--- src/rtl/ssl_pkg.sv ---
`timescale 1ns / 1ps
`default_nettype none
// ----------------------------------------------------------------------------
// ssl_pkg: shared types and constants of the sender slot LRU table
// Holds the sender record that moves through the input queue and the slot
// store, and the default sizes of the table and of the queue.
// ----------------------------------------------------------------------------
package ssl_pkg;

    // Default number of sender slots
    localparam int SLOTS_DEF = 8;

    // Entries of the queue between front and back (power of two)
    localparam int QUEUE_DEPTH = 2;

    // One arriving sender; also the word kept in the slot store
    typedef struct packed {
        logic [31:0] ip;
        logic [15:0] port;
        logic [31:0] now_ms;
    } t_item;

endpackage
`default_nettype wire

--- src/rtl/ssl_ram.sv ---
`timescale 1ns / 1ps
`default_nettype none
// ----------------------------------------------------------------------------
// ssl_ram: generic single-write, single-read RAM
// One write port, one read port, read data registered.
// ----------------------------------------------------------------------------
module ssl_ram #(
    parameter int WIDTH = 8,
    parameter int DEPTH = 8,
    parameter int AW    = (DEPTH > 1) ? $clog2(DEPTH) : 1
) (
    input  wire logic             i_clk,
    input  wire logic             i_we,
    input  wire logic [AW-1:0]    i_waddr,
    input  wire logic [WIDTH-1:0] i_wdata,
    input  wire logic [AW-1:0]    i_raddr,
    output logic      [WIDTH-1:0] o_rdata
);

    logic [WIDTH-1:0] r_mem [DEPTH];

    // Write port
    always_ff @(posedge i_clk) begin
        if (i_we) begin
            r_mem[i_waddr] <= i_wdata;
        end
    end

    // Registered read port
    always_ff @(posedge i_clk) begin
        o_rdata <= r_mem[i_raddr];
    end

endmodule
`default_nettype wire

--- src/rtl/ssl_queue.sv ---
`timescale 1ns / 1ps
`default_nettype none
// ----------------------------------------------------------------------------
// ssl_queue: front of the sender slot table
// Accepts arriving senders and holds them in a short queue until the lookup
// engine takes them, so input transfers continue while the engine is busy.
// ----------------------------------------------------------------------------
module ssl_queue (
    input  wire logic          i_clk,
    input  wire logic          i_rst_n,
    // input channel
    input  wire logic          i_valid,
    output logic               o_ready,
    input  wire ssl_pkg::t_item i_item,
    // toward the engine
    output logic               o_q_valid,
    output ssl_pkg::t_item     o_q_item,
    input  wire logic          i_q_pop
);

    localparam int PW = (ssl_pkg::QUEUE_DEPTH > 1) ? $clog2(ssl_pkg::QUEUE_DEPTH) : 1;
    localparam int CW = $clog2(ssl_pkg::QUEUE_DEPTH + 1);

    ssl_pkg::t_item r_buf [ssl_pkg::QUEUE_DEPTH];
    logic [PW-1:0]  r_wr_ptr, n_wr_ptr;
    logic [PW-1:0]  r_rd_ptr, n_rd_ptr;
    logic [CW-1:0]  r_count, n_count;
    logic           push;
    logic           pop;

    assign o_ready   = (r_count != CW'(ssl_pkg::QUEUE_DEPTH));
    assign o_q_valid = (r_count != '0);
    assign o_q_item  = r_buf[r_rd_ptr];
    assign push      = i_valid && o_ready;
    assign pop       = i_q_pop && o_q_valid;

    // Advance pointers and occupancy
    always_comb begin
        n_wr_ptr = r_wr_ptr;
        n_rd_ptr = r_rd_ptr;
        n_count  = r_count;
        if (push) begin
            n_wr_ptr = (r_wr_ptr == PW'(ssl_pkg::QUEUE_DEPTH - 1)) ? '0 : r_wr_ptr + 1'b1;
        end
        if (pop) begin
            n_rd_ptr = (r_rd_ptr == PW'(ssl_pkg::QUEUE_DEPTH - 1)) ? '0 : r_rd_ptr + 1'b1;
        end
        if (push && !pop) begin
            n_count = r_count + 1'b1;
        end else if (pop && !push) begin
            n_count = r_count - 1'b1;
        end
    end

    always_ff @(posedge i_clk) begin
        if (!i_rst_n) begin
            r_wr_ptr <= '0;
            r_rd_ptr <= '0;
            r_count  <= '0;
        end else begin
            r_wr_ptr <= n_wr_ptr;
            r_rd_ptr <= n_rd_ptr;
            r_count  <= n_count;
        end
    end

    // Store an accepted transfer
    always_ff @(posedge i_clk) begin
        if (push) begin
            r_buf[r_wr_ptr] <= i_item;
        end
    end

endmodule
`default_nettype wire

--- src/rtl/ssl_engine.sv ---
`timescale 1ns / 1ps
`default_nettype none
// ----------------------------------------------------------------------------
// ssl_engine: back of the sender slot table
// Takes one sender from the queue, scans the slot store one slot per cycle
// for a hit, the first free slot and the least recently used slot, then
// updates the chosen slot and presents the result in an output register.
// ----------------------------------------------------------------------------
module ssl_engine #(
    parameter int SLOTS = ssl_pkg::SLOTS_DEF
) (
    input  wire logic           i_clk,
    input  wire logic           i_rst_n,
    // from the queue
    input  wire logic           i_q_valid,
    input  wire ssl_pkg::t_item i_q_item,
    output logic                o_q_pop,
    // result channel
    output logic                o_valid,
    input  wire logic           i_ready,
    output logic [2:0]          o_slot_index,
    output logic                o_hit,
    output logic                o_evicted
);

    localparam int IW = (SLOTS > 1) ? $clog2(SLOTS) : 1;
    localparam int CW = $clog2(SLOTS + 1);
    localparam int DW = $bits(ssl_pkg::t_item);

    localparam logic [1:0] S_IDLE = 2'd0;
    localparam logic [1:0] S_SCAN = 2'd1;
    localparam logic [1:0] S_DONE = 2'd2;

    logic [1:0]     r_state, n_state;
    ssl_pkg::t_item r_item, n_item;
    logic [CW-1:0]  r_cnt, n_cnt;
    logic           r_pend, n_pend;
    logic [IW-1:0]  r_pend_idx, n_pend_idx;
    logic           r_hit, n_hit;
    logic [IW-1:0]  r_hit_idx, n_hit_idx;
    logic           r_free, n_free;
    logic [IW-1:0]  r_free_idx, n_free_idx;
    logic           r_lru_set, n_lru_set;
    logic [31:0]    r_lru_time, n_lru_time;
    logic [IW-1:0]  r_lru_idx, n_lru_idx;
    logic [SLOTS-1:0] r_active, n_active;
    logic           r_out_vld, n_out_vld;
    logic [2:0]     r_out_idx, n_out_idx;
    logic           r_out_hit, n_out_hit;
    logic           r_out_evict, n_out_evict;

    logic           ram_we;
    logic [DW-1:0]  rd_word;
    ssl_pkg::t_item rd_item;
    logic [IW-1:0]  chosen;
    logic           evict;

    assign rd_item = ssl_pkg::t_item'(rd_word);
    assign chosen  = r_hit ? r_hit_idx : (r_free ? r_free_idx : r_lru_idx);
    assign evict   = !r_hit && !r_free;

    // Slot store: address, port and last-use time of every slot
    ssl_ram #(
        .WIDTH (DW),
        .DEPTH (SLOTS),
        .AW    (IW)
    ) u_store (
        .i_clk   (i_clk),
        .i_we    (ram_we),
        .i_waddr (chosen),
        .i_wdata (r_item),
        .i_raddr (r_cnt[IW-1:0]),
        .o_rdata (rd_word)
    );

    // Sequencer: take, scan, update
    always_comb begin
        n_state     = r_state;
        n_item      = r_item;
        n_cnt       = r_cnt;
        n_pend      = r_pend;
        n_pend_idx  = r_pend_idx;
        n_hit       = r_hit;
        n_hit_idx   = r_hit_idx;
        n_free      = r_free;
        n_free_idx  = r_free_idx;
        n_lru_set   = r_lru_set;
        n_lru_time  = r_lru_time;
        n_lru_idx   = r_lru_idx;
        n_active    = r_active;
        n_out_vld   = r_out_vld && !i_ready;
        n_out_idx   = r_out_idx;
        n_out_hit   = r_out_hit;
        n_out_evict = r_out_evict;
        o_q_pop     = 1'b0;
        ram_we      = 1'b0;

        case (r_state)
            S_IDLE: begin
                // take the next sender and clear the scan state
                if (i_q_valid) begin
                    o_q_pop   = 1'b1;
                    n_item    = i_q_item;
                    n_cnt     = '0;
                    n_pend    = 1'b0;
                    n_hit     = 1'b0;
                    n_free    = 1'b0;
                    n_lru_set = 1'b0;
                    n_state   = S_SCAN;
                end
            end
            S_SCAN: begin
                // issue one slot read per cycle
                if (r_cnt != CW'(SLOTS)) begin
                    n_cnt      = r_cnt + 1'b1;
                    n_pend     = 1'b1;
                    n_pend_idx = r_cnt[IW-1:0];
                end else begin
                    n_pend = 1'b0;
                end
                // examine the slot read in the previous cycle
                if (r_pend) begin
                    if (r_active[r_pend_idx]) begin
                        if (!r_hit && rd_item.ip == r_item.ip
                                && rd_item.port == r_item.port) begin
                            n_hit     = 1'b1;
                            n_hit_idx = r_pend_idx;
                        end
                        if (!r_lru_set || rd_item.now_ms < r_lru_time) begin
                            n_lru_set  = 1'b1;
                            n_lru_time = rd_item.now_ms;
                            n_lru_idx  = r_pend_idx;
                        end
                    end else if (!r_free) begin
                        n_free     = 1'b1;
                        n_free_idx = r_pend_idx;
                    end
                    if (r_cnt == CW'(SLOTS)) begin
                        n_state = S_DONE;
                    end
                end
            end
            S_DONE: begin
                // update the chosen slot once the output register is free
                if (!r_out_vld || i_ready) begin
                    ram_we           = 1'b1;
                    n_active[chosen] = 1'b1;
                    n_out_vld        = 1'b1;
                    n_out_idx        = 3'(chosen);
                    n_out_hit        = r_hit;
                    n_out_evict      = evict;
                    n_state          = S_IDLE;
                end
            end
            default: begin
                n_state = S_IDLE;
            end
        endcase
    end

    always_ff @(posedge i_clk) begin
        if (!i_rst_n) begin
            r_state   <= S_IDLE;
            r_pend    <= 1'b0;
            r_active  <= '0;
            r_out_vld <= 1'b0;
        end else begin
            r_state   <= n_state;
            r_pend    <= n_pend;
            r_active  <= n_active;
            r_out_vld <= n_out_vld;
        end
    end

    // Payload and scan registers
    always_ff @(posedge i_clk) begin
        r_item      <= n_item;
        r_cnt       <= n_cnt;
        r_pend_idx  <= n_pend_idx;
        r_hit       <= n_hit;
        r_hit_idx   <= n_hit_idx;
        r_free      <= n_free;
        r_free_idx  <= n_free_idx;
        r_lru_set   <= n_lru_set;
        r_lru_time  <= n_lru_time;
        r_lru_idx   <= n_lru_idx;
        r_out_idx   <= n_out_idx;
        r_out_hit   <= n_out_hit;
        r_out_evict <= n_out_evict;
    end

    assign o_valid      = r_out_vld;
    assign o_slot_index = r_out_idx;
    assign o_hit        = r_out_hit;
    assign o_evicted    = r_out_evict;

`ifndef NO_ASSERTIONS
    // A result is never both a hit and an eviction
    a_hit_evict: assert property (@(posedge i_clk) disable iff (!i_rst_n)
        r_out_vld |-> !(r_out_hit && r_out_evict))
        else $error("result flagged as hit and eviction");

    // No read is in flight while waiting for a sender
    a_idle_pend: assert property (@(posedge i_clk) disable iff (!i_rst_n)
        (r_state == S_IDLE) |-> !r_pend)
        else $error("slot read pending in idle");

    // Eviction only when every slot is in use
    a_evict_full: assert property (@(posedge i_clk) disable iff (!i_rst_n)
        (ram_we && evict) |-> (&r_active))
        else $error("eviction with a free slot");

    // The updated slot is active afterwards
    a_slot_active: assert property (@(posedge i_clk) disable iff (!i_rst_n)
        ram_we |=> r_active[$past(chosen)])
        else $error("updated slot not active");
`endif

endmodule
`default_nettype wire

--- src/rtl/sender_slot_lru_table.sv ---
`timescale 1ns / 1ps
`default_nettype none
// ----------------------------------------------------------------------------
// sender_slot_lru_table: fully associative sender table with LRU replacement
// Maps each arriving sender (address, port) to one of SLOTS slots, reusing
// its slot on a hit, else taking the first free slot or evicting the least
// recently used one, and stamps the slot with the arrival time.
//
//   channel  direction  handshake           payload
//   input    in         i_valid / o_ready   i_sender_ip, i_sender_port, i_now_ms
//   result   out        o_valid / i_ready   o_slot_index, o_hit, o_evicted
//
// In the engine an item is taken from the queue, the slot store is scanned one
// slot per cycle through its single registered read port, and the slot is
// updated and the result loaded once the output register is free.
// Reset clears all slots to inactive at once; no clearing pass is needed.
// The input queue takes transfers until full while a result waits for i_ready.
// ----------------------------------------------------------------------------
module sender_slot_lru_table #(
    parameter int SLOTS = ssl_pkg::SLOTS_DEF
) (
    input  wire logic        i_clk,
    input  wire logic        i_rst_n,
    input  wire logic        i_valid,
    output logic             o_ready,
    input  wire logic [31:0] i_sender_ip,
    input  wire logic [15:0] i_sender_port,
    input  wire logic [31:0] i_now_ms,
    output logic             o_valid,
    input  wire logic        i_ready,
    output logic [2:0]       o_slot_index,
    output logic             o_hit,
    output logic             o_evicted
);

    ssl_pkg::t_item in_item;
    ssl_pkg::t_item q_item;
    logic           q_valid;
    logic           q_pop;

    assign in_item.ip     = i_sender_ip;
    assign in_item.port   = i_sender_port;
    assign in_item.now_ms = i_now_ms;

    // Front: accept and queue senders
    ssl_queue u_queue (
        .i_clk     (i_clk),
        .i_rst_n   (i_rst_n),
        .i_valid   (i_valid),
        .o_ready   (o_ready),
        .i_item    (in_item),
        .o_q_valid (q_valid),
        .o_q_item  (q_item),
        .i_q_pop   (q_pop)
    );

    // Back: look up and update the slot table
    ssl_engine #(
        .SLOTS (SLOTS)
    ) u_engine (
        .i_clk        (i_clk),
        .i_rst_n      (i_rst_n),
        .i_q_valid    (q_valid),
        .i_q_item     (q_item),
        .o_q_pop      (q_pop),
        .o_valid      (o_valid),
        .i_ready      (i_ready),
        .o_slot_index (o_slot_index),
        .o_hit        (o_hit),
        .o_evicted    (o_evicted)
    );

endmodule
`default_nettype wire

--- config.mk ---
export PLATFORM = sky130hd
export DESIGN_NAME = sender_slot_lru_table
export DESIGN_NICKNAME = d
export VERILOG_FILES = /design/src/rtl/ssl_pkg.sv /design/src/rtl/ssl_ram.sv /design/src/rtl/ssl_queue.sv /design/src/rtl/ssl_engine.sv /design/src/rtl/sender_slot_lru_table.sv
export SDC_FILE = /design/constraint.sdc
export NUM_CORES = 1
export LEC_CHECK = 0
export BUFFER_PORTS_ARGS = -buffer_cell sky130_fd_sc_hd__buf_2
export CORE_MARGIN = 2
export CORE_UTILIZATION = 50
export CTS_BUF_LIST = sky130_fd_sc_hd__clkbuf_16
export DETAILED_ROUTE_END_ITERATION = 6
export MAX_ROUTING_LAYER = met4
export PLACE_DENSITY = 0.66
export SLEW_MARGIN = 20
export SYNTH_ARGS = -nofsm -noshare
export SYNTH_HDL_FRONTEND = slang
export SYNTH_SLANG_ARGS = --single-unit
--- constraint.sdc ---
create_clock -name i_clk -period 10.07 [get_ports i_clk]
set_input_delay 0.5035 -clock i_clk [delete_from_list [all_inputs] [get_ports i_clk]]
set_output_delay 0.5035 -clock i_clk [all_outputs]
set_load 0.1 [all_outputs]
* After elaboration in Yosys (flattened, before gate mapping)
Memory sizes are Yosys's and may differ from the RTL's. A register that Yosys moved wholly into a read port is not among the register bits. Cells that the tools add are included.
Cells by class: bitwise gates (word level) 3, equal/unequal tests 16, add/subtract/negate cells 5, magnitude comparators 4, mux-type cells 42, reductions and logical operators 34
Operators by type and width (number):
- $eq A32 B32 Y1 | 1
- $lt A32 B32 Y1 | 1
- $mux W1 | 24
- $reduce_and A4 Y1 | 5
- $eq A16 B16 Y1 | 1
- $ne A2 B1 Y1 const B | 7
- $mux W2 | 6
- $reduce_and A5 Y1 | 2
- $logic_and A1 B1 Y1 | 9
- $lt A3 B4 Y1 const B | 2
- $mux W4 | 2
- $or A8 B8 Y8 | 1
- $pmux W1 S2 | 4
- $pmux W4 S2 | 1
- $reduce_and A2 Y1 | 4
- $logic_not A1 Y1 | 7
- $mux W3 | 2
- $ne A2 B2 Y1 const B | 3
- $pmux W2 S3 | 1
- $reduce_bool A2 Y1 | 3
- $add A4 B1 Y4 const B | 1
- $eq A4 B4 Y1 const B | 1
- $ne A4 B4 Y1 const B | 1
- $bmux W1 S3 | 1
- other kinds (11) | 14
Word-level totals: bits in registers 72, input port bits 84, bits in writable memories 800, memories 2, word-level logic and storage cells 125
Memories:
- u_engine.u_store.r_mem | words 8, bits a word 80, rd ports 1, clocked after Yosys merged registers in 1, wr ports 1, RTL line ssl_ram.sv:20 | logic [WIDTH-1:0] r_mem [DEPTH];
- u_queue.r_buf | words 2, bits a word 80, rd ports 1, clocked after Yosys merged registers in 1, wr ports 1, RTL line ssl_queue.sv:24 | ssl_pkg::t_item r_buf [ssl_pkg::QUEUE_DEPTH];

* Logic depth before layout (Yosys ltp)
Gate-level depths: netlist of the first run.
depth after elaboration 7, mapped depth 10, gate-level depth less buffers 8

* By module
Synthesis of the first run repeated with hierarchy kept, for this count alone.
Second synthesis, totals: cells, all modules 1715, area total of the unflattened synthesis 37852.6 µm²
By module, submodules not included:
- ssl_ram | cells each 1018, area each 25654.6 µm², sequential area each 20820.0 µm², instances 1
- ssl_engine | cells each 424, area each 6204.7 µm², sequential area each 4324.1 µm², instances 1
- ssl_queue | cells each 273, area each 5993.2 µm², sequential area each 4904.7 µm², instances 1

* Worst setup path after synthesis of the first run
No wires, ideal clock.
kind flip-flop to flip-flop, from reg u_engine.r_out_vld (netlist: u_engine.o_valid), to mem u_engine.u_store.r_mem[7][0] (netlist name) (enable), clock period less this slack 5.368 ns, arrival 4.848 ns, data required time 9.550 ns, setup slack 4.702 ns, path buffers 0, cell stages (with the launch flop) 5, cell sequence dfxtp_1 -> nand2b_1 -> nor2b_1 -> nand2_1 -> nor2_1
On the way: word-level cells in the longest chain between the ends 6
Ends and longest elaborated chain:
- start, declared | RTL line ssl_engine.sv:47 | logic r_out_vld, n_out_vld;
- start signal, assigned | RTL line ssl_engine.sv:171 | r_out_vld <= n_out_vld;
- $logic_not A1 Y1 | RTL line ssl_engine.sv:145 | if (!r_out_vld || i_ready) begin
- $logic_or A1 B1 Y1 | RTL line ssl_engine.sv:145
- $mux W1 | RTL line ssl_engine.sv:145
- $mux W1 | RTL line ssl_engine.sv:98 | case (r_state)
- via u_engine.ram_we | RTL line ssl_engine.sv:52 | logic ram_we;
- $mux W1 | RTL line ssl_ram.sv:24 | if (i_we) begin
- $mux W1 (not written as such) | RTL line ssl_ram.sv:25 | r_mem[i_waddr] <= i_wdata;
- end, declared | RTL line ssl_ram.sv:20
The timed path passes the listed nets, and every way through them passes these cells.

* Worst setup path in the final report of the first run
from reg u_engine.r_state[0], to mem u_engine.u_store.r_mem[6][34] (netlist name) (enable)
On the way: word-level cells in the longest chain between the ends 4
Ends and longest elaborated chain:
- start, declared | RTL line ssl_engine.sv:34 | logic [1:0] r_state, n_state;
- start signal, assigned | RTL line ssl_engine.sv:168 | r_state <= n_state;
- $eq A2 B2 Y1 | RTL line ssl_engine.sv:98
- $mux W1 | RTL line ssl_engine.sv:98
- via u_engine.ram_we | RTL line ssl_engine.sv:52
- $mux W1 | RTL line ssl_ram.sv:24
- $mux W1 (not written as such) | RTL line ssl_ram.sv:25
The timed path passes the listed nets, and every way through them passes these cells.

==> flow_summary.yaml, run 1 <==
clock_tree:
  numCtsBuffers: 103
  cts_tree: "built"
  cts_setup_buffers: 0
  cts_max_level: 3
  cts_buffer_depth: 3
  path_clk_slew_ns: 0.06
  cts_root_buf: "clkbuf_16"
  clkSinkCount: 1032
  insertion_delay_ns: 0.68
sta:
  final.setup.tns_ns: 0
  report.final.slew_viol_count: 0
  setup_viol_count_final: 0
  hold_violations: 0
  relSlewSlack_pct: 29.9
  period_needed_ns: 3.69
  rsz0062_at_grt: "no"
  finalClockSkew_ns: 0.0360
  layout_setup_ws_ns: 6.38
  worst_pin_slew_ns: 1.05
  post-route-period-util_pct: 36.6
  fmax_mhz: 271
logic_synthesis:
  synthAdderAreaFrac_pct: 1.13
  yosysTopAreaCellShare_pct: 74.6
  synthXorXnorAreaFrac_pct: 1.14
  synthSimpleGateAreaFrac_pct: 3.57
  syn_nets: 1968
  ys_types: 50
  synth_compound_area_share_pct: 0.989
  synth_area_leaders: "edfxtp_1 (75%), mux4_2 (9.6%), dfxtp_1 (5.1%)"
  synth.avg_cell_area_um2: 20.4
  synthCells: 1850
  synth_mux_area_share_pct: 12.2
  synth_area_mm2: 0.0377
  synth_seq_cells: 1032
  seq_area_frac_synth_pct: 79.7
  yosysWarnings: 0
  yosysTopAreaCell: "edfxtp_1"
  synth_top_family_by_area: "multiplexers"
detailed_routing:
  routedWlPerCell_um: 22.0
  drt-initial-drc-count: 1179
  viasPerCell: 5.43
  drt_pre_antenna_iters: 5
  vias: 17000
  drc_errors: 0
  wl_um: 68900
  antenna_left: 0
global_route:
  grt_use_met2_pct: 30.3
  grtUsageMet1_pct: 24.7
  antenna_found_initial: 1
  grt_usage_pct: 18.7
  grt_use_met3_pct: 3.28
  top_usage_layer: "met2"
  grt_pass1_wl_um: 106000
  grt_max_degree: 114
  grt_overflow: 0
  grt_pass1_vias: 18000
layout:
  syn_to_final_growth_pct: 14.5
  fillers: 5442
  drive_gt1_share_pct: 24.0
  antennaDiodeCount: 0
  final_util_pct: 57.9
  multiInputGateArea_mm2: 0.00725
  fin_nets: 2187
  seqCellArea_mm2: 0.0300
die:
  die_w_um: 279
  die_y_um: 279
  start_util_pct: 50.6
  dieArea_mm2: 0.0776
  io_pins: 91
  rows: 100
  core-area_mm2: 0.0746
pwr:
  vdd_drop_max_mv: 0.184
  cellPowerDensity_mw_per_mm2: 272
  power.static_leakage_nw: 14.7
  total_power_mw: 11.8
setup_path:
  crit_required_ns: 10.35
  critPathLaunchType: "register"
  endpoint_kind: "register"
  path_max_fanout: 55
  cp.arrival_ns: 3.97
  path_class: "register to register"
place:
  port-buffer-count: 90
  place_congestion: 0.725
  hpwlAfterDp_um: 36800
  place_ws_ns: 6.12
status:
  status: "completed"
worst_hold_path:
  hp-class: "primary input to register"
flow_run:
  cap_violations: 0
[layer usage]
layer,part of all wire [%],up-vias
met5,0,-
met4,2.2,0
met2,50,398
met3,5.0,110
met1,43,8773
li1,-,7694
[Yosys cell counts, drive strengths merged]
master and number:
a21oi 12, nor3 4, and2 7, mux2 81, o311ai 1, a21boi 3, edfxtp 936, nand2 260
a22o 1, xnor2 25, o21a 10, a221oi 2, o21ai 12, inv 43, a211oi 3, o211ai 2
o22a 1, mux2i 3, nand4 11, and3 1, nor2b 2, nor2 20, xor2 24, nor4 8
mux4 162, or3 2, or2 1, a21o 1, a22oi 1, clkbuf 25, ha 34, a221o 1
buf 40, nand2b 6, nor3b 1, a2bb2oi 1, o22ai 3, nand3 4, dfxtp 96
[registers in the layout, summed over array words and instances (netlist names), 2 cells and up]
signal / count
u_engine.r_pend_idx: 3
u_engine.r_hit_idx: 3
u_queue.r_buf: 160
u_engine.r_state: 2
u_engine.r_item: 80
u_engine.u_store.r_mem: 640
u_engine.r_lru_time: 32
u_engine.r_active: 8
u_engine.u_store.o_rdata: 80
u_engine.o_slot_index: 3
u_engine.r_cnt: 4
u_engine.r_free_idx: 3
u_engine.r_lru_idx: 3
u_queue.r_count: 2
[through the flow]
step	cells	area, µm²	hold slack [ns]
after floorplan	1850	37700	0.409
after global placement	2870	39300	0.419
after detailed placement	2870	39300	0.423
after CTS	3129	43200	0.000136
after global routing	3129	43200	0.00586
final	3129	43200	0.0352
[area by class of cell]
type / instances / share of cell area, %
Timing Repair Buffer: 179 / 3.00
Inverter: 43 / 0.377
Clock inverter: 93 / 1.47
Clock buffer: 103 / 5.97
Multi-Input combinational cell: 710 / 16.8
Sequential cell: 1032 / 69.6
Tap cell: 969 / 2.81
[placed cells by master (no fill, tap or decap), types with 10 or more instances in the layout]
cell type,instances
edfxtp_1,936
nand2_1,260
mux4_2,160
clkbuf_16,103
dfxtp_1,95
buf_2,90
mux2_2,81
inv_1,69
dlygate4sd3_1,63
ha_1,34
clkinv_1,27
xnor2_1,25
xor2_1,24
buf_4,23
clkinv_2,22
a21oi_1,12
nor2_1,11
nand4_1,11
o21a_1,10
[kinds of logic (layout without fill, tap and decap cells)]
| kind of cell | after synthesis | count (layout) |
|---|---|---|
| compound gates | 54 | 54 |
| simple gates | 327 | 327 |
| mux | 246 | 246 |
| fa+ha+maj | 34 | 34 |
| xor+xnor | 49 | 49 |
| flops | 1032 | 1032 |
| buf+inv | 108 | 418 |
[critical path: stages, from the launching register on]
cell and delay (ns):
dfxtp_1 0.37, nand2b_1 0.20, nor2b_1 0.52, nand2_1 0.40, nor2_4 0.90, buf_4 0.87
[worst paths after layout]
kind         slack (ns)                             to  cells after the start                         start
max                6.38  u_engine.u_store.r_mem[6][34]                      5           u_engine.r_state[0]
min                0.04           u_queue.r_buf[1][72]                      1               i_sender_ip[24]
max reg2reg        6.38  u_engine.u_store.r_mem[6][34]                      5           u_engine.r_state[0]
min reg2reg        0.44        u_engine.r_lru_time[12]                      0  u_engine.u_store.o_rdata[12]
[power breakdown]
group	internal, mW	total (mW)	switching (mW)	leakage [nW]
Sequential	5.53	6.02	0.493	9.31
Combinational	0.978	2.16	1.18	3.66
Clock	2.00	3.57	1.57	1.69
Total	8.51	11.8	3.24	14.7
[what timing repair did]
action,CTS,global route
hold buffers,63,0
endpoints found under the hold margin,124,0
resized for setup,0,0
setup endpoints to repair,0,0
Power figures use the tool's default switching activity.
==> run 2, diff against run 1 <==
- ABC_AREA: not set -> 1
- clock period: 10.07 -> 3.4 ns (I/O delays scaled with it)
==> run 2 against run 1 <==
Against the previous run: non-clock buffer count up 31; synthesized cell count rose by 55%; global-route usage increased by 2.3 points; area after synthesis rose by 2.3%; critical path type unchanged; largest cell class unchanged; largest power group unchanged; highest routed layer unchanged.
==> flow_summary.yaml, run 2 <==
status:
  status: "completed"
layout:
  largest-register: "u_engine.u_store.r_mem"
  fin_nets: 3153
  antennaDiodeCount: 0
  multiInputGateArea_mm2: 0.00749
  fillers: 5803
  syn_to_final_growth_pct: 14.7
  drive_gt1_share_pct: 10.1
  seqCellArea_mm2: 0.0300
  layout_common_cells: "edfxtp_1 (936), nor2_1 (620), nand2_1 (313)"
  final_common_cell: "edfxtp_1"
  layout_top_registers: "u_engine.u_store.r_mem x640, u_queue.r_buf x160"
  largest_reg_flops: 640
  final_util_pct: 58.1
logic_synthesis:
  synth_ff_type: "edfxtp_1"
  yosysWarnings: 0
  synth_area_mm2: 0.0386
  ys_types: 37
  async_flop_share_pct: 0
  synth_most_common_cell: "edfxtp_1"
  yosysTopAreaCell: "edfxtp_1"
  syn_nets: 2980
  synthTopCellsByCount: "edfxtp_1 (936), nor2_1 (625), nand2_1 (313)"
  synth_area_leaders: "edfxtp_1 (73%), nor2_1 (6.1%), dfxtp_1 (5.0%)"
  yosysTopAreaCellShare_pct: 72.8
  synth_seq_cells: 1032
  seq_area_frac_synth_pct: 77.8
  synth.avg_cell_area_um2: 13.5
  synth_edf_count: 936
  synthCells: 2862
detailed_routing:
  drc_errors: 0
  antenna_left: 0
  routedWlPerCell_um: 19.3
  vias: 22400
  drt-initial-drc-count: 2266
  viasPerCell: 5.39
  wl_um: 80200
  drt_pre_antenna_iters: 7
die:
  core-area_mm2: 0.0762
  die_w_um: 282
  rows: 101
  dieArea_mm2: 0.0794
  start_util_pct: 50.6
  io_pins: 91
  die_y_um: 282
setup_path:
  cp_slowest_stage_delay_ns: 0.70
  reg2reg_depth: 6
  cp.arrival_ns: 3.32
  r2r_start: "u_engine.r_cnt[0]"
  path_max_fanout: 216
  crit_required_ns: 3.98
  critPathLaunchType: "register"
  worstPathCellList: "buf_12 > buf_4 > o21ai_0 > o22ai_1 > nor2_1 > a31oi_1"
  path_class: "register to register"
  r2r-end: "u_engine.u_store.o_rdata[11]"
  endpoint_kind: "register"
  rrSetupSlack_ns: 0.66
  cpMaxStageDelayCell: "buf_12"
sta:
  worst_pin_slew_ns: 1.04
  rsz0062_at_grt: "no"
  hold_violations: 0
  period_needed_ns: 2.74
  finalClockSkew_ns: 0.0348
  report.final.slew_viol_count: 0
  post-route-period-util_pct: 80.7
  fmax_mhz: 364
  layout_setup_ws_ns: 0.656
  relSlewSlack_pct: 30.5
  setup_viol_count_final: 0
global_route:
  grt_overflow: 0
  grt_usage_pct: 21.0
  grt_max_degree: 217
  antenna_found_initial: 2
  grt_pass1_wl_um: 124000
  grt_pass1_vias: 22300
place:
  place_ws_ns: 0.715
  port-buffer-count: 90
  hpwlAfterDp_um: 40300
  place_congestion: 0.782
pwr:
  vdd_drop_max_mv: 0.821
  power.static_leakage_nw: 15.5
  cellPowerDensity_mw_per_mm2: 864
worst_hold_path:
  min_path_cells: 5
  hp-class: "primary input to register"
  hold_end: "u_queue.r_wr_ptr"
  holdCritStartpoint: "i_valid"
clock_tree:
  cts_tree: "built"
  path_clk_slew_ns: 0.06
  cts_buffer_depth: 3
  cts_root_buf: "clkbuf_16"
  cts_max_level: 3
  clkSinkCount: 1032
  numCtsBuffers: 102
  cts_setup_buffers: 0
  insertion_delay_ns: 0.66
flow_run:
  cap_violations: 0
[run 2: cell count changes in the layout (fill, tap and decap cells not counted), sizes merged, moves of 19 or more]
cell | previous run | this run
o22ai | 3 | 84
nor2 | 20 | 633
dlygate4sd3 | 63 | 82
nand2 | 260 | 314
a31oi | 0 | 81
mux4 | 162 | 0
mux2 | 81 | 0
o21ai | 12 | 343
inv | 76 | 122
[run 2: how the worst max path moves through the flow]
| stage | start | endpoint | cells past startpoint |
|---|---|---|---|
| global route | u_engine.r_cnt[0] | u_engine.u_store.o_rdata[33] | 6 |
| detailed placement | u_engine.r_cnt[0] | u_engine.u_store.o_rdata[35] | 6 |
| finish | u_engine.r_cnt[0] | u_engine.u_store.o_rdata[11] | 6 |
| CTS | u_engine.r_cnt[0] | u_engine.u_store.o_rdata[44] | 6 |
| floorplan | u_queue.r_count[0] | u_queue.r_buf[1][0] | 4 |
| global placement | u_engine.r_cnt[0] | u_queue.r_count[1] | 12 |
[run 2: cells by family after synthesis]
| family | after synthesis | synth area share (%) |
|---|---|---|
| flip-flops | 1032 | 77.8 |
| buffers and inverters | 242 | 2.94 |
| AND/OR/NAND/NOR | 986 | 9.88 |
| XOR/XNOR | 26 | 0.590 |
| AO/OA/AOI/OAI | 542 | 7.65 |
| adder cells (fa/ha/maj) | 34 | 1.10 |
[run 2: area by class of cell]
| type | count | share of cell area, % |
|---|---|---|
| Clock inverter | 87 | 1.59 |
| Tap cell | 1030 | 2.91 |
| Inverter | 101 | 0.893 |
| Clock buffer | 103 | 5.82 |
| Sequential cell | 1032 | 67.8 |
| Multi-Input combinational cell | 1588 | 16.9 |
| Timing Repair Buffer | 210 | 4.02 |
[run 2: routing by layer]
layer / global-route usage, % / part of all wire, %
met1: 27.3 / 43
met2: 34.4 / 49
met3: 2.81 / 5.5
met4: 6.85 / 2.6
met5: - / 0
[run 2: report_power, final]
part	switching [mW]	internal (mW)
Sequential	1.58	17.1
Combinational	6.00	2.69
Clock	4.62	6.27
Total	12.2	26.1
[run 2: worst max-delay path, delay by kind of cell, from the launching register on]
family	cells	cell delay (ns)
buf+inv	2	1.32
compound gates	3	0.58
flops	1	0.50
simple gates	1	0.06
[run 2: timing repair]
item                      4_1_cts  5_1_grt
hold endpoints to repair      165        0
resized for setup               0        0
hold buffers                   82        0
[run 2: metrics by stage]
stage	power (mW)	cells	TNS, ns	instance area [µm²]	hold WS, ns
after global placement	27.1	3879	0	40200	0.357
after floorplan	24.8	2862	-75.65	38600	0.269
after global routing	40.3	4151	0	44300	0.192
after detailed placement	27.5	3879	0	40200	0.362
final	38.3	4151	0	44300	0.146
after CTS	38.5	4151	0	44300	0.112
==> run 3, diff against run 2 <==
- PLACE_DENSITY: 0.66 -> 0.69
- clock period: 3.4 -> 2.47 ns (I/O delays scaled with it)
==> run 3 against run 2 <==
Against the previous run: first-iteration DRC count shrank 4.7%; via count grew 1.4%; count of clock-buffer cells in the layout shrank 1; die area is the same; register-to-register slack lost 0.52 ns; total power grew 39%; sequential cell count is the same; global-route usage grew 0.21 points; setup slack lost 0.52 ns; critical path depth is the same; combinational power grew 45%; cell area grew 1.1%; critical endpoint is now u_engine.u_store.o_rdata[21]; largest cell class unchanged.
==> flow_summary.yaml, run 3 (same netlist as run 2, synthesis figures left out) <==
layout:
  layout_common_cells: "edfxtp_1 (936), nor2_1 (620), nand2_1 (310)"
  fillers: 5741
  largest_reg_flops: 640
  final_common_cell: "edfxtp_1"
  fin_nets: 3178
  seqCellArea_mm2: 0.0300
  syn_to_final_growth_pct: 16.0
  drive_gt1_share_pct: 10.9
  layout_top_registers: "u_engine.u_store.r_mem x640, u_queue.r_buf x160"
  final_util_pct: 58.7
  largest-register: "u_engine.u_store.r_mem"
  multiInputGateArea_mm2: 0.00755
die:
  die_w_um: 282
  io_pins: 91
  core-area_mm2: 0.0762
  start_util_pct: 50.6
  die_y_um: 282
  rows: 101
  dieArea_mm2: 0.0794
detailed_routing:
  antenna_left: 0
  drt-initial-drc-count: 2159
  viasPerCell: 5.43
  drc_errors: 0
  wl_um: 81400
  vias: 22700
  routedWlPerCell_um: 19.5
  drt_pre_antenna_iters: 6
global_route:
  antenna_found_initial: 1
  grt_max_degree: 164
  grt_usage_pct: 21.2
  grt_pass1_vias: 22700
  grt_overflow: 0
  grt_pass1_wl_um: 125000
sta:
  post-route-period-util_pct: 94.4
  setup_viol_count_final: 0
  worst_pin_slew_ns: 0.874
  fmax_mhz: 429
  hold_violations: 0
  final.setup.tns_ns: 0
  relSlewSlack_pct: 41.7
  layout_setup_ws_ns: 0.139
  report.final.slew_viol_count: 0
  period_needed_ns: 2.33
  finalClockSkew_ns: 0.0242
  rsz0062_at_grt: "no"
place:
  place_ws_ns: -0.250
  port-buffer-count: 90
  place_congestion: 0.800
  hpwlAfterDp_um: 41700
pwr:
  vdd_drop_max_mv: 1.19
  total_power_mw: 53.3
  power.static_leakage_nw: 15.7
  cellPowerDensity_mw_per_mm2: 1190
clock_tree:
  insertion_delay_ns: 0.66
  path_clk_slew_ns: 0.06
  cts_tree: "built"
  cts_max_level: 3
  numCtsBuffers: 100
  cts_buffer_depth: 3
  clkSinkCount: 1032
  cts_root_buf: "clkbuf_16"
flow_run:
  cap_violations: 0
setup_path:
  endpoint_kind: "register"
  path_class: "register to register"
  cp.arrival_ns: 2.86
  critPathLaunchType: "register"
  crit_required_ns: 3.00
  path_max_fanout: 80
worst_hold_path:
  hp-class: "primary input to register"
status:
  status: "completed"
## run 3: changes by cell type in the layout (fill, tap and decap cells not counted), moves of 2 or more
cell       previous run  this run
inv_6                 4         2
inv_1               109       107
clkinv_2             24        17
nand2_1             313       310
inv_2                 5        10
bufinv_16            10        12
clkinv_4              2         0
buf_12               18        38
buf_4                20        25
nand2_2               1         3
## run 3: worst max-delay path: stages, from the launching register on
cell,delay [ns]
edfxtp_1,0.45
buf_4,0.19
buf_4,0.66
o21ai_0,0.23
o22ai_1,0.25
nor2_1,0.06
a31oi_1,0.32
## run 3: path summary, 6_finish.rpt
kind | end | start | depth (start not counted) | slack [ns]
max reg2reg | u_engine.u_store.o_rdata[21] | u_engine.r_cnt[0] | 6 | 0.14
min | u_queue.r_wr_ptr | i_valid | 5 | 0.11
max | u_engine.u_store.o_rdata[21] | u_engine.r_cnt[0] | 6 | 0.14
min reg2reg | u_engine.r_lru_time[0] | u_engine.u_store.o_rdata[0] | 0 | 0.44
## run 3: metrics by stage
stage	area, µm²	instances	hold WS, ns
3_5_place_dp	40600	3903	0.315
6_report	44800	4174	0.110
2_1_floorplan	38700	2862	0.222
4_1_cts	44700	4171	0.0777
3_3_place_gp	40600	3903	0.311
5_1_grt	44800	4174	0.165
## run 3: area by class of cell
class | count | share of cell area [%]
flip-flops and latches | 1032 | 67.1
multi-input cells | 1589 | 16.9
clock buffers | 102 | 5.70
repair buffers | 236 | 4.98
well taps | 1030 | 2.88
clock inverters | 83 | 1.57
inverters | 101 | 0.883
diodes | 1 | 0.00559
## run 3: what timing repair did
action	in CTS	in global routing
endpoints found under the hold margin	176	0
gates resized for setup	2	1
setup buffers	0	2
hold buffers	82	0
cloned	1	0
endpoints found under the setup margin	35	36
pin swaps	1	2
## run 3: power by group
group	internal, mW	switching [mW]	total (mW)
combinational	4.02	8.55	12.6
sequential	23.5	2.21	25.7
clock	8.72	6.23	15.0
## run 3: routing by layer
metal  GRT usage, %  vias up  routed length (µm)
li1               -    10600                   -
met1           27.7    11200               34500
met3           2.95      125                5170
met4           6.89        0                1740
met5              -        -                   0
met2           34.5      711               40000
